## src/text_column_extractor_defines.svh

```systemverilog
// ----------------------------------------------------------------------------
// text column extractor assertion macros
// concurrent checks clocked on clock and quiet while reset is high
// ----------------------------------------------------------------------------
`ifndef TEXT_COLUMN_EXTRACTOR_DEFINES_SVH
`define TEXT_COLUMN_EXTRACTOR_DEFINES_SVH

// condition must hold at every edge
`define TCE_ASSERT_ALWAYS(label, cond, msg) \
   label: assert property (@(posedge clock) disable iff (reset) (cond)) else $error(msg);

// same-cycle implication
`define TCE_ASSERT_IMPLY(label, ante, cons, msg) \
   label: assert property (@(posedge clock) disable iff (reset) (ante) |-> (cons)) \
      else $error(msg);

// next-cycle implication
`define TCE_ASSERT_NEXT(label, ante, cons, msg) \
   label: assert property (@(posedge clock) disable iff (reset) (ante) |=> (cons)) \
      else $error(msg);

`endif

```

## src/tce_pkg.sv

```systemverilog
`timescale 1ns / 1ps
// ----------------------------------------------------------------------------
// tce_pkg
// types, codes and per-byte helper functions of the text column extractor
// ----------------------------------------------------------------------------
package tce_pkg;

   // result kinds
   typedef enum logic [1:0] {
      KIND_BYTE       = 2'd0,
      KIND_EOL        = 2'd1,
      KIND_NO_COLUMN  = 2'd2,
      KIND_SHORT_FILE = 2'd3
   } tce_kind_type;

   // register indexes
   localparam logic [1:0] CSR_COLUMN_INDEX = 2'd0;
   localparam logic [1:0] CSR_SKIP_LINES   = 2'd1;
   localparam logic [1:0] CSR_FILTER_MODE  = 2'd2;

   // filter modes
   localparam logic [1:0] FILTER_NONE = 2'd0;
   localparam logic [1:0] FILTER_ES   = 2'd1;
   localparam logic [1:0] FILTER_SEMI = 2'd2;

   // characters
   localparam logic [7:0] CHAR_LF    = 8'h0A;
   localparam logic [7:0] CHAR_TAB   = 8'h09;
   localparam logic [7:0] CHAR_CR    = 8'h0D;
   localparam logic [7:0] CHAR_SPACE = 8'h20;
   localparam logic [7:0] CHAR_SEMI  = 8'h3B;
   localparam logic [7:0] CHAR_E     = 8'h65;
   localparam logic [7:0] CHAR_S     = 8'h73;

   localparam logic [7:0]  COLUMNS_MAX = 8'hFF;
   localparam logic [15:0] LINES_MAX   = 16'hFFFF;

   typedef struct packed {
      logic [7:0]  column_index;
      logic [15:0] skip_lines;
      logic [1:0]  filter_mode;
   } tce_cfg_type;

   // word tracking within one line
   typedef struct packed {
      logic [7:0] columns_passed;
      logic       line_has_text;
      logic       inside_word;
      logic       column_finished;
   } tce_word_type;

   typedef struct packed {
      tce_word_type word;
      logic         emit;
   } tce_feed_type;

   typedef struct packed {
      tce_kind_type kind;
      logic [7:0]   data;
   } tce_entry_type;

   // results of one byte, core to result buffer
   typedef struct packed {
      logic                load;
      logic [1:0]          count;
      tce_entry_type [2:0] entry;
   } tce_result_type;

   function automatic logic tce_blank(input logic [7:0] b);
      return (b == CHAR_SPACE) || ((b >= CHAR_TAB) && (b <= CHAR_CR));
   endfunction

   // advance word tracking by one byte of a kept line
   function automatic tce_feed_type tce_feed(input tce_word_type w, input logic [7:0] b,
                                             input logic [7:0] col);
      tce_feed_type r;
      r.word = w;
      r.emit = 1'b0;
      if (tce_blank(b)) begin
         if (w.inside_word) begin
            r.word.inside_word = 1'b0;
            if (w.columns_passed == col) begin
               r.word.column_finished = 1'b1;
            end else if (w.columns_passed < COLUMNS_MAX) begin
               r.word.columns_passed = w.columns_passed + 8'd1;
            end
         end
      end else begin
         r.word.line_has_text = 1'b1;
         r.word.inside_word   = 1'b1;
         r.emit = !w.column_finished && (w.columns_passed == col);
      end
      return r;
   endfunction

endpackage

```

## src/tce_core.sv

```systemverilog
`timescale 1ns / 1ps
`include "text_column_extractor_defines.svh"
// ----------------------------------------------------------------------------
// tce_core
// input register, line and column state, and the per-byte result logic
// ----------------------------------------------------------------------------
module tce_core (
   input  logic                   clock,
   input  logic                   reset,
   input  tce_pkg::tce_cfg_type   cfg,
   input  logic                   in_valid,
   output logic                   in_ready,
   input  logic [7:0]             in_byte,
   input  logic                   in_end,
   input  logic                   buf_free,
   output tce_pkg::tce_result_type result
);
   import tce_pkg::*;

   logic         in_valid_ff;
   logic [7:0]   in_byte_ff;
   logic         in_end_ff;
   logic         process;

   logic [15:0]  lines_skipped_ff, lines_skipped_in;
   logic         skipping_done_ff, skipping_done_in;
   logic         at_line_start_ff, at_line_start_in;
   tce_word_type word_ff, word_in;
   logic         line_dropped_ff, line_dropped_in;
   logic [7:0]   held_byte_ff, held_byte_in;
   logic         held_valid_ff, held_valid_in;
   logic         halted_ff, halted_in;

   assign process  = in_valid_ff && buf_free;
   assign in_ready = !in_valid_ff || buf_free;

   always_ff @(posedge clock) begin
      if (reset) begin
         in_valid_ff <= 1'b0;
      end else if (in_valid && in_ready) begin
         in_valid_ff <= 1'b1;
      end else if (process) begin
         in_valid_ff <= 1'b0;
      end
   end

   always_ff @(posedge clock) begin
      if (in_valid && in_ready) begin
         in_byte_ff <= in_byte;
         in_end_ff  <= in_end;
      end
   end

   always_comb begin
      logic         eol;
      logic         go_on;
      logic         reached;
      logic [1:0]   n;
      tce_feed_type fr;

      lines_skipped_in = lines_skipped_ff;
      skipping_done_in = skipping_done_ff;
      at_line_start_in = at_line_start_ff;
      word_in          = word_ff;
      line_dropped_in  = line_dropped_ff;
      held_byte_in     = held_byte_ff;
      held_valid_in    = held_valid_ff;
      halted_in        = halted_ff;
      result           = '0;
      n                = 2'd0;
      go_on            = 1'b1;
      reached          = 1'b0;
      fr               = '0;
      eol              = (in_byte_ff == CHAR_LF) || in_end_ff;

      if (process && !halted_ff) begin
         if (at_line_start_ff) begin
            if (!skipping_done_in && (lines_skipped_in >= cfg.skip_lines)) begin
               skipping_done_in = 1'b1;
            end
            word_in          = '0;
            line_dropped_in  = 1'b0;
            held_valid_in    = 1'b0;
            at_line_start_in = 1'b0;
            if (skipping_done_in) begin
               if (((cfg.filter_mode == FILTER_ES) || (cfg.filter_mode == FILTER_SEMI)) &&
                   (in_byte_ff == CHAR_SEMI)) begin
                  line_dropped_in = 1'b1;
               end else if ((cfg.filter_mode == FILTER_ES) &&
                            ((in_byte_ff == CHAR_E) || (in_byte_ff == CHAR_S))) begin
                  if (in_end_ff) begin
                     line_dropped_in = 1'b1;
                  end else begin
                     // hold a possible lone e or s until the next byte
                     held_byte_in  = in_byte_ff;
                     held_valid_in = 1'b1;
                     go_on         = 1'b0;
                  end
               end
            end
         end else if (held_valid_ff) begin
            held_valid_in = 1'b0;
            if (in_byte_ff == CHAR_LF) begin
               line_dropped_in = 1'b1;
            end else begin
               fr      = tce_feed(word_in, held_byte_ff, cfg.column_index);
               word_in = fr.word;
               if (fr.emit) begin
                  result.entry[n] = '{kind: KIND_BYTE, data: held_byte_ff};
                  n = n + 2'd1;
               end
            end
         end

         if (go_on) begin
            if (!skipping_done_in) begin
               if (!tce_blank(in_byte_ff)) begin
                  word_in.line_has_text = 1'b1;
               end
               if (eol) begin
                  if (word_in.line_has_text && (lines_skipped_in < LINES_MAX)) begin
                     lines_skipped_in = lines_skipped_in + 16'd1;
                  end
                  at_line_start_in = 1'b1;
                  if (in_end_ff) begin
                     if (lines_skipped_in < cfg.skip_lines) begin
                        result.entry[n] = '{kind: KIND_SHORT_FILE, data: 8'h00};
                        n = n + 2'd1;
                        halted_in = 1'b1;
                     end else begin
                        lines_skipped_in = '0;
                        skipping_done_in = (cfg.skip_lines == '0);
                        held_valid_in    = 1'b0;
                     end
                  end
               end
            end else begin
               if (!line_dropped_in) begin
                  fr      = tce_feed(word_in, in_byte_ff, cfg.column_index);
                  word_in = fr.word;
                  if (fr.emit) begin
                     result.entry[n] = '{kind: KIND_BYTE, data: in_byte_ff};
                     n = n + 2'd1;
                  end
               end
               if (eol) begin
                  if (!line_dropped_in) begin
                     reached = word_in.column_finished ||
                               (word_in.inside_word &&
                                (word_in.columns_passed == cfg.column_index));
                     if (!word_in.line_has_text || reached) begin
                        result.entry[n] = '{kind: KIND_EOL, data: 8'h00};
                     end else begin
                        result.entry[n] = '{kind: KIND_NO_COLUMN, data: 8'h00};
                        halted_in = 1'b1;
                     end
                     n = n + 2'd1;
                  end
                  at_line_start_in = 1'b1;
                  if (in_end_ff && !halted_in) begin
                     lines_skipped_in = '0;
                     skipping_done_in = (cfg.skip_lines == '0);
                     held_valid_in    = 1'b0;
                  end
               end
            end
         end
      end

      result.count = n;
      result.load  = process && (n != 2'd0);
   end

   always_ff @(posedge clock) begin
      if (reset) begin
         lines_skipped_ff <= '0;
         skipping_done_ff <= 1'b1;
         at_line_start_ff <= 1'b1;
         word_ff          <= '0;
         line_dropped_ff  <= 1'b0;
         held_valid_ff    <= 1'b0;
         halted_ff        <= 1'b0;
      end else if (process) begin
         lines_skipped_ff <= lines_skipped_in;
         skipping_done_ff <= skipping_done_in;
         at_line_start_ff <= at_line_start_in;
         word_ff          <= word_in;
         line_dropped_ff  <= line_dropped_in;
         held_valid_ff    <= held_valid_in;
         halted_ff        <= halted_in;
      end
   end

   always_ff @(posedge clock) begin
      if (process) begin
         held_byte_ff <= held_byte_in;
      end
   end

   `TCE_ASSERT_NEXT(a_halt_sticky, halted_ff, halted_ff, "halt released without reset")
   `TCE_ASSERT_IMPLY(a_halt_silent, process && halted_ff, !result.load,
                     "result produced while halted")
   `TCE_ASSERT_IMPLY(a_held_mid_line, held_valid_ff, !at_line_start_ff && skipping_done_ff,
                     "held byte outside a started line")

endmodule

```

## src/tce_rsp_buffer.sv

```systemverilog
`timescale 1ns / 1ps
`include "text_column_extractor_defines.svh"
// ----------------------------------------------------------------------------
// tce_rsp_buffer
// holds the up to three results of one byte and hands them out one a cycle while rsp_tready is high
// ----------------------------------------------------------------------------
module tce_rsp_buffer (
   input  logic                   clock,
   input  logic                   reset,
   input  tce_pkg::tce_result_type result,
   output logic                   buf_free,
   output logic                   rsp_tvalid,
   input  logic                   rsp_tready,
   output logic [7:0]             rsp_tdata,
   output logic [1:0]             rsp_tuser,
   output logic                   rsp_tlast
);
   import tce_pkg::*;

   tce_entry_type [2:0] entry_ff;
   logic [1:0]          count_ff, count_in;
   logic [1:0]          ptr_ff, ptr_in;
   logic                last;
   logic                drain;

   assign rsp_tvalid = (count_ff != 2'd0);
   assign last       = (2'(ptr_ff + 2'd1) == count_ff);
   assign drain      = rsp_tvalid && rsp_tready;
   assign buf_free   = !rsp_tvalid || (drain && last);

   assign rsp_tdata = entry_ff[ptr_ff].data;
   assign rsp_tuser = entry_ff[ptr_ff].kind;
   assign rsp_tlast = last;

   always_comb begin
      count_in = count_ff;
      ptr_in   = ptr_ff;
      if (result.load) begin
         count_in = result.count;
         ptr_in   = 2'd0;
      end else if (drain) begin
         if (last) begin
            count_in = 2'd0;
            ptr_in   = 2'd0;
         end else begin
            ptr_in = ptr_ff + 2'd1;
         end
      end
   end

   always_ff @(posedge clock) begin
      if (reset) begin
         count_ff <= 2'd0;
         ptr_ff   <= 2'd0;
      end else begin
         count_ff <= count_in;
         ptr_ff   <= ptr_in;
      end
   end

   always_ff @(posedge clock) begin
      if (result.load) begin
         entry_ff <= result.entry;
      end
   end

   `TCE_ASSERT_IMPLY(a_load_when_free, result.load, buf_free,
                     "results loaded over pending transactions")
   `TCE_ASSERT_IMPLY(a_ptr_in_range, rsp_tvalid, ptr_ff < count_ff,
                     "read pointer beyond stored results")
   `TCE_ASSERT_NEXT(a_stall_holds, rsp_tvalid && !rsp_tready,
                    rsp_tvalid && $stable(ptr_ff) && $stable(count_ff),
                    "pending result moved during stall")

endmodule

```

## src/text_column_extractor.sv

```systemverilog
`timescale 1ns / 1ps
// Text column extractor. Takes a text file one byte per req transaction (req_tlast marks
// the final byte) and returns the chosen whitespace-separated column of each line followed
// by an end-of-line result, after dropping skip_lines non-blank lines at the file start.
// Bytes pass through an input register, are resolved combinationally against the line
// state, and their results land in a three-entry result buffer that drains one per cycle
// while rsp_tready is high, so text with at most one result per byte streams at one byte
// per clock, while a byte with two or three results holds the input until the single
// result port has sent them all. A byte's results are offered once loaded into the result
// buffer. After a missing-column or short-file error the block keeps taking bytes but
// returns nothing until reset. Configuration writes take effect at once and are meant for
// an idle block; skip_lines is compared at each line start, so a change while lines are
// still being skipped counts from the next line, and otherwise from the next file.
// ----------------------------------------------------------------------------
// text_column_extractor
// top level: configuration registers, core and result buffer
// ----------------------------------------------------------------------------
module text_column_extractor (
   input  logic        clock,
   input  logic        reset,
   // configuration
   input  logic        csr_valid,
   output logic        csr_ready,
   input  logic [1:0]  csr_index,
   input  logic [15:0] csr_data,
   // requests
   input  logic        req_tvalid,
   output logic        req_tready,
   input  logic [7:0]  req_tdata,   // [7:0] text_byte
   input  logic        req_tlast,   // file_end
   // responses
   output logic        rsp_tvalid,
   input  logic        rsp_tready,
   output logic [7:0]  rsp_tdata,   // [7:0] out_byte
   output logic [1:0]  rsp_tuser,   // [1:0] kind
   output logic        rsp_tlast    // run_last
);
   import tce_pkg::*;

   tce_cfg_type    cfg_ff;
   tce_result_type result;
   logic           buf_free;

   assign csr_ready = 1'b1;

   always_ff @(posedge clock) begin
      if (reset) begin
         cfg_ff <= '0;
      end else if (csr_valid && csr_ready) begin
         unique case (csr_index)
            CSR_COLUMN_INDEX: cfg_ff.column_index <= csr_data[7:0];
            CSR_SKIP_LINES:   cfg_ff.skip_lines   <= csr_data;
            CSR_FILTER_MODE:  cfg_ff.filter_mode  <= csr_data[1:0];
            default: begin
            end
         endcase
      end
   end

   tce_core u_core (
      .clock    (clock),
      .reset    (reset),
      .cfg      (cfg_ff),
      .in_valid (req_tvalid),
      .in_ready (req_tready),
      .in_byte  (req_tdata),
      .in_end   (req_tlast),
      .buf_free (buf_free),
      .result   (result)
   );

   tce_rsp_buffer u_rsp_buffer (
      .clock      (clock),
      .reset      (reset),
      .result     (result),
      .buf_free   (buf_free),
      .rsp_tvalid (rsp_tvalid),
      .rsp_tready (rsp_tready),
      .rsp_tdata  (rsp_tdata),
      .rsp_tuser  (rsp_tuser),
      .rsp_tlast  (rsp_tlast)
   );

endmodule

```

## config.mk

```make
export PLATFORM = sky130hd
export DESIGN_NAME = text_column_extractor
export DESIGN_NICKNAME = d
export VERILOG_FILES = /design/src/tce_pkg.sv /design/src/tce_core.sv /design/src/tce_rsp_buffer.sv /design/src/text_column_extractor.sv
export VERILOG_INCLUDE_DIRS = /design/src /design/src/src
export SDC_FILE = /design/constraint.sdc
export NUM_CORES = 1
export LEC_CHECK = 0
export ABC_CLOCK_PERIOD_IN_PS = 12850
export BUFFER_PORTS_ARGS = -buffer_cell sky130_fd_sc_hd__buf_2
export CELL_PAD_IN_SITES_DETAIL_PLACEMENT = 0
export CELL_PAD_IN_SITES_GLOBAL_PLACEMENT = 1
export CORE_ASPECT_RATIO = 0.75
export CORE_MARGIN = 2
export CORE_UTILIZATION = 29
export DETAILED_ROUTE_END_ITERATION = 7
export GPL_TIMING_DRIVEN = 1
export PLACE_DENSITY = 0.59
export REMOVE_ABC_BUFFERS = 1
export SYNTH_ARGS = -nofsm -noshare
export SYNTH_HDL_FRONTEND = slang
export SYNTH_HIERARCHICAL = 1
export SYNTH_SLANG_ARGS = --single-unit
```

## constraint.sdc

```tcl
create_clock -name clock -period 12.85 [get_ports clock]
set_clock_uncertainty 0.2 [all_clocks]
set_input_delay 2.57 -clock clock [delete_from_list [all_inputs] [get_ports clock]]
set_output_delay 2.57 -clock clock [all_outputs]
set_load 0.02 [all_outputs]
```

# [Word-level counts from Yosys, hierarchy flattened]
# Cells that the tools add are included.
[totals] register_bits=110 latch_bits=0 mem_bits_rw=0 mem_bits_ro=0 wordCells=278 n_memories=0
[op_classes] n_addsub=6 n_mul=0 div_mod_pow=0 order_cmp=14 n_eq_ne=15 n_shift=0 mux=153 bitwise_logic=11 reduce_logical=54
[op_table] operator="$mux W30" count=12
[op_table] operator="$mux W16" count=11
[op_table] operator="$mux W11" count=9
[op_table] operator="$mux W10" count=8
[op_table] operator="$mux W8" count=10
[op_table] operator="$mux W1" count=77
[op_table] operator="$and A27 B27 Y27" count=2
[op_table] operator="$not A27 Y27" count=2
[op_table] operator="$mux W2" count=22
[op_table] operator="$demux W10 S2" count=2
[op_table] operator="$bwmux W30" count=1
[op_table] operator="$and A8 B24 Y24" count=1
[op_table] operator="$eq A8 B6 Y1 const B" count=3
[op_table] operator="$eq A8 B8 Y1" count=3
[op_table] operator="$not A24 Y24" count=1
[op_table] operator="$bmux W10 S2" count=1
[op_table] operator="$logic_and A1 B1 Y1" count=18
[op_table] operator="$add A16 B1 Y16 const B" count=1
[op_table] operator="$add A8 B1 Y8 const B" count=2
[op_table] operator="$eq A8 B7 Y1 const B" count=2
[op_table] operator="$ge A16 B16 Y1" count=1
[op_table] operator="$ge A8 B4 Y1 const B" count=2
[op_table] operator="$le A8 B4 Y1 const B" count=2
[op_table] operator="$logic_not A16 Y1" count=1
[op_table] operator="other kinds (23)" count=59

# [Depth between registers and ports, before layout]
[depth] word_depth=34 mapped_depth=27 ltp_nobuf=26

# [Cells and area by module]
# Netlist, hierarchy kept.
[by_module_without_submodules] module="tce_core" instances=1 cells_per_inst=615 area_each_um2=5077.4
[by_module_without_submodules] module="tce_rsp_buffer" instances=1 cells_per_inst=101 area_each_um2=1458.9
[by_module_without_submodules] module="text_column_extractor" instances=1 cells_per_inst=106 area_each_um2=1129.8

# [Worst setup path after synthesis]
# No wires, ideal clock.
[synth_path] path_type="input to output" from="in rsp_tready" to="out req_tready" arrival_time_ns=2.934 required_ns=10.080 path_slack_ns=7.146 stages=2 path_buffers=0 cell_sequence="o2bb2ai_1 > nand2b_1"
[synth_between] elab_chain_len=4
[synth_lines] element="start: declaration" line="text_column_extractor.sv:33" text="input logic rsp_tready,"
[synth_lines] element="$logic_and A1 B1 Y1" line="tce_rsp_buffer.sv:28" text="assign drain = rsp_tvalid && rsp_tready;"
[synth_lines] element="$logic_and A1 B1 Y1" line="tce_rsp_buffer.sv:29" text="assign buf_free = !rsp_tvalid || (drain && last);"
[synth_lines] element="$logic_or A1 B1 Y1" line="tce_rsp_buffer.sv:29"
[synth_lines] element="$logic_or A1 B1 Y1" line="tce_core.sv:35" text="assign in_ready = !in_valid_ff || buf_free;"
[synth_lines] element="end: declaration" line="text_column_extractor.sv:28" text="output logic req_tready,"
# No other way between the ends.

==> results.json <==
{
  "postRouteAntennaNets": 0,
  "min_from": "u_core/word_ff[2]",
  "die_x_um": 191.7,
  "ctsHoldBuffers": 0,
  "slew_headroom": 0.3561,
  "ir_drop_v": 0.00006844,
  "fin_crit_ns": 6.662,
  "drt_iter0_markers": 421,
  "grt_max_degree": 84,
  "worst_slack_ns": 6.188,
  "hold-path-endpoint": "u_core/word_ff[2]",
  "avgSynthCellArea_um2": 9.326,
  "syn_area_mm2": 0.007666,
  "async_flop_share": 0,
  "h-tree-depth": 3,
  "via_count": 6068,
  "start_util": 0.2952,
  "hold_viol": 0,
  "fin_area_mm2": 0.008346,
  "finalPower_uw": 810.9,
  "routabilityCongestion": 0.8146,
  "p_seq_frac": 0.488,
  "die_area_mm2": 0.02776,
  "p_int_uw": 580.3,
  "p_sw_frac": 0.2844,
  "power.share.clock": 0.368,
  "clockBufferDepth": 2,
  "clkTransAtPathRegs_ns": 0.08,
  "pwr-share-comb": 0.144,
  "clock-sinks": 110,
  "core_area_mm2": 0.02597,
  "avgRoutedWirePerCell_um": 17.15,
  "cts_root_buffer": "clkbuf_16",
  "setup_tns_ns": 0,
  "fmax_ghz": 0.1501,
  "ys.flop_type": "dfxtp_1",
  "viasPerCell": 5.095,
  "met2_usage": 0.2208,
  "overflow": 0,
  "reg2reg_depth": 25,
  "cap_violations": 0,
  "stdcell_count": 1191,
  "antenna_found_initial": 0,
  "rr_endpoint": "u_rsp_buffer/count_ff[1]",
  "rows": 51,
  "r2r_setup_slack_ns": 6.19,
  "yosysSeqAreaShare": 0.3486,
  "multi_input_area_mm2": 0.004526,
  "dpl.cell_count": 1175,
  "ctsResizeCount": 0,
  "first_global_vias": 5777,
  "post-route-drc-count": 0,
  "place_area_mm2": 0.008040,
  "fin_nets": 915,
  "grt_use_met1": 0.2358,
  "rsz0062_at_grt": "false",
  "grt_pass1_wl_mm": 32.97,
  "regToRegStartpoint": "u_core/in_byte_ff[0]",
  "die_h_um": 144.8,
  "ys_seq_elements": 110,
  "antenna_cells": 0,
  "cts_setup_buffers": 0,
  "cts_tree": "yes",
  "slew_violations": 0,
  "wl_mm": 20.43,
  "numCtsBuffers": 9,
  "track_usage": 0.1531,
  "port-buffer-count": 44,
  "period_share": 0.5184,
  "setup_viol": 0,
  "synth_edf_count": 47,
  "worstMarginPinSlew_ns": 0.9623,
  "p_leak_nw": 3.095,
  "pwr_density_cell_mw_per_mm2": 97.17,
  "top_usage_layer": "met1",
  "hold_ws_ns": 0.2574,
  "cp.required_ns": 12.96,
  "min_path_type": "reg -> reg",
  "crit_path_max_fanout": 34,
  "insertion_delay_ns": 0.37,
  "synth_cells": 822,
  "yosysWarnings": 6,
  "p_sw_uw": 230.6,
  "crit_type": "reg -> reg",
  "start_kind": "register",
  "drive_above_1_share": 0.1393,
  "ioPinCount": 46,
  "endpoint_kind": "register",
  "grt.met3_usage": 0.02580,
  "final_util": 0.3213,
  "area_growth_pct": 8.862,
  "outcome": "finished clean",
  "arrival_ns": 6.77,
  "place_hpwl_mm": 15.28,
  "ff_latch_area_mm2": 0.002673,
  "ys_types": 97,
  "hold_depth": 2,
  "dp_slack_ns": 6.198,
  "num-fill-cells": 2704,
  "dr.pass1.iters": 5
}
## cell usage in the layout (no fill, tap or decap), types with 5 or more instances in the layout
master,instances
ha_1,41
nand3_1,32
buf_4,6
clkbuf_16,9
xor2_1,19
edfxtp_1,47
nor3_1,10
inv_1,39
nor4_1,6
a21o_1,13
a22oi_1,7
o21ai_0,32
conb_1,9
a211oi_1,5
and2_1,15
mux2i_1,38
o21ai_1,15
nand2_1,66
nor2_1,39
a21oi_1,44
a31oi_1,11
nand2b_1,55
o32ai_2,5
and3_1,16
buf_2,44
xnor2_1,18
nor2b_1,5
nand3b_1,8
o21a_1,8
a311oi_1,7
nand4_1,12
dfxtp_1,63
a211o_1,5
## critical path: stages (launching register included)
cell and delay (ns):
edfxtp_1 0.49, or4b_4 0.62, o21a_1 0.23, o21ai_0 0.18
a21oi_1 0.21, o32ai_1 0.37, nor2_1 0.28, nand2_1 0.15
nor2_1 0.08, and3_1 0.24, and3_1 0.21, xnor2_1 0.22
inv_1 0.08, ha_1 0.29, a21o_1 0.18, a21o_1 0.17
a21oi_1 0.14, o21ai_0 0.12, a21oi_1 0.26, ha_1 0.28
o311ai_0 0.35, a21oi_1 0.09, or2_2 0.62, nor2_1 0.33
o2111ai_1 0.15, nand2_1 0.08
## power groups by stage
| stage | sequential [mW] | clock, mW | combinational [mW] |
|---|---|---|---|
| floorplan | 0.401 | 0 | 0.0774 |
| global placement | 0.404 | 0 | 0.117 |
| detailed placement | 0.404 | 0 | 0.116 |
| CTS | 0.396 | 0.307 | 0.117 |
| global route | 0.399 | 0.322 | 0.130 |
| finish | 0.396 | 0.298 | 0.117 |
## state kept, by name, indices dropped and copies added (netlist names)
| signal | flops |
|---|---|
| u_core/skipping_done_ff | 1 |
| u_core/at_line_start_ff | 1 |
| u_core/in_end_ff | 1 |
| u_core/line_dropped_ff | 1 |
| u_core/held_valid_ff | 1 |
| u_rsp_buffer/count_ff | 2 |
| u_core/in_valid_ff | 1 |
| u_core/word_ff | 11 |
| u_rsp_buffer/entry_ff | 30 |
| u_core/in_byte_ff | 8 |
| u_core/held_byte_ff | 8 |
| u_core/lines_skipped_ff | 16 |
| cfg_ff | 26 |
| u_core/halted_ff | 1 |
| u_rsp_buffer/ptr_ff | 2 |
## Yosys cell counts, types with 16 or more instances
master	n	area share
dfxtp_1	63	0.16
o21ai_0	32	0.021
buf_4	16	0.016
and3_1	16	0.013
xor2_1	19	0.022
edfxtp_1	47	0.18
nor2_1	39	0.019
a21oi_1	44	0.029
nand3_1	32	0.021
nand2_1	66	0.032
clkbuf_1	16	0.0078
inv_1	39	0.019
mux2i_1	38	0.050
nand2b_1	55	0.045
ha_1	41	0.067
xnor2_1	18	0.021
## layout make-up
class	instances	area share
clock buffer	9	0.02699
multi-input combinational	632	0.5423
tap	344	0.05157
clock inverter	7	0.009595
sequential	110	0.3202
inverter	39	0.01754
timing repair buffer	50	0.03178
## how the worst max path moves through the flow
stage	cells past startpoint	endpoint	startpoint
after global placement	25	u_rsp_buffer/ptr_ff[0]	u_core/in_byte_ff[0]
after global routing	25	u_rsp_buffer/count_ff[1]	u_core/held_byte_ff[1]
after detailed placement	25	u_rsp_buffer/ptr_ff[0]	u_core/in_byte_ff[4]
after floorplan	25	u_rsp_buffer/ptr_ff[0]	u_core/in_byte_ff[0]
after CTS	25	u_rsp_buffer/count_ff[1]	u_core/in_byte_ff[0]
final	25	u_rsp_buffer/count_ff[1]	u_core/in_byte_ff[0]
## cells by family (layout without fill, tap and decap cells)
logic type,count (synthesis),after routing,share of synthesized area
AOI/OAI and AO/OA,198,198,0.1911
other,2,9,0.0009796
muxes,40,40,0.05304
buffers and inverters,87,105,0.06528
adders and majority gates,41,41,0.06692
and+or+nand+nor,305,305,0.2275
xor gates and xnor gates,39,39,0.04652
DFF,110,110,0.3486
## layer usage
metal / share of wire / up-vias
met4: 0.0080 / 0
met1: 0.55 / 2921
met3: 0.037 / 12
met5: 0 / -
li1: - / 3025
met2: 0.41 / 110
Power figures use the tool's default switching activity.
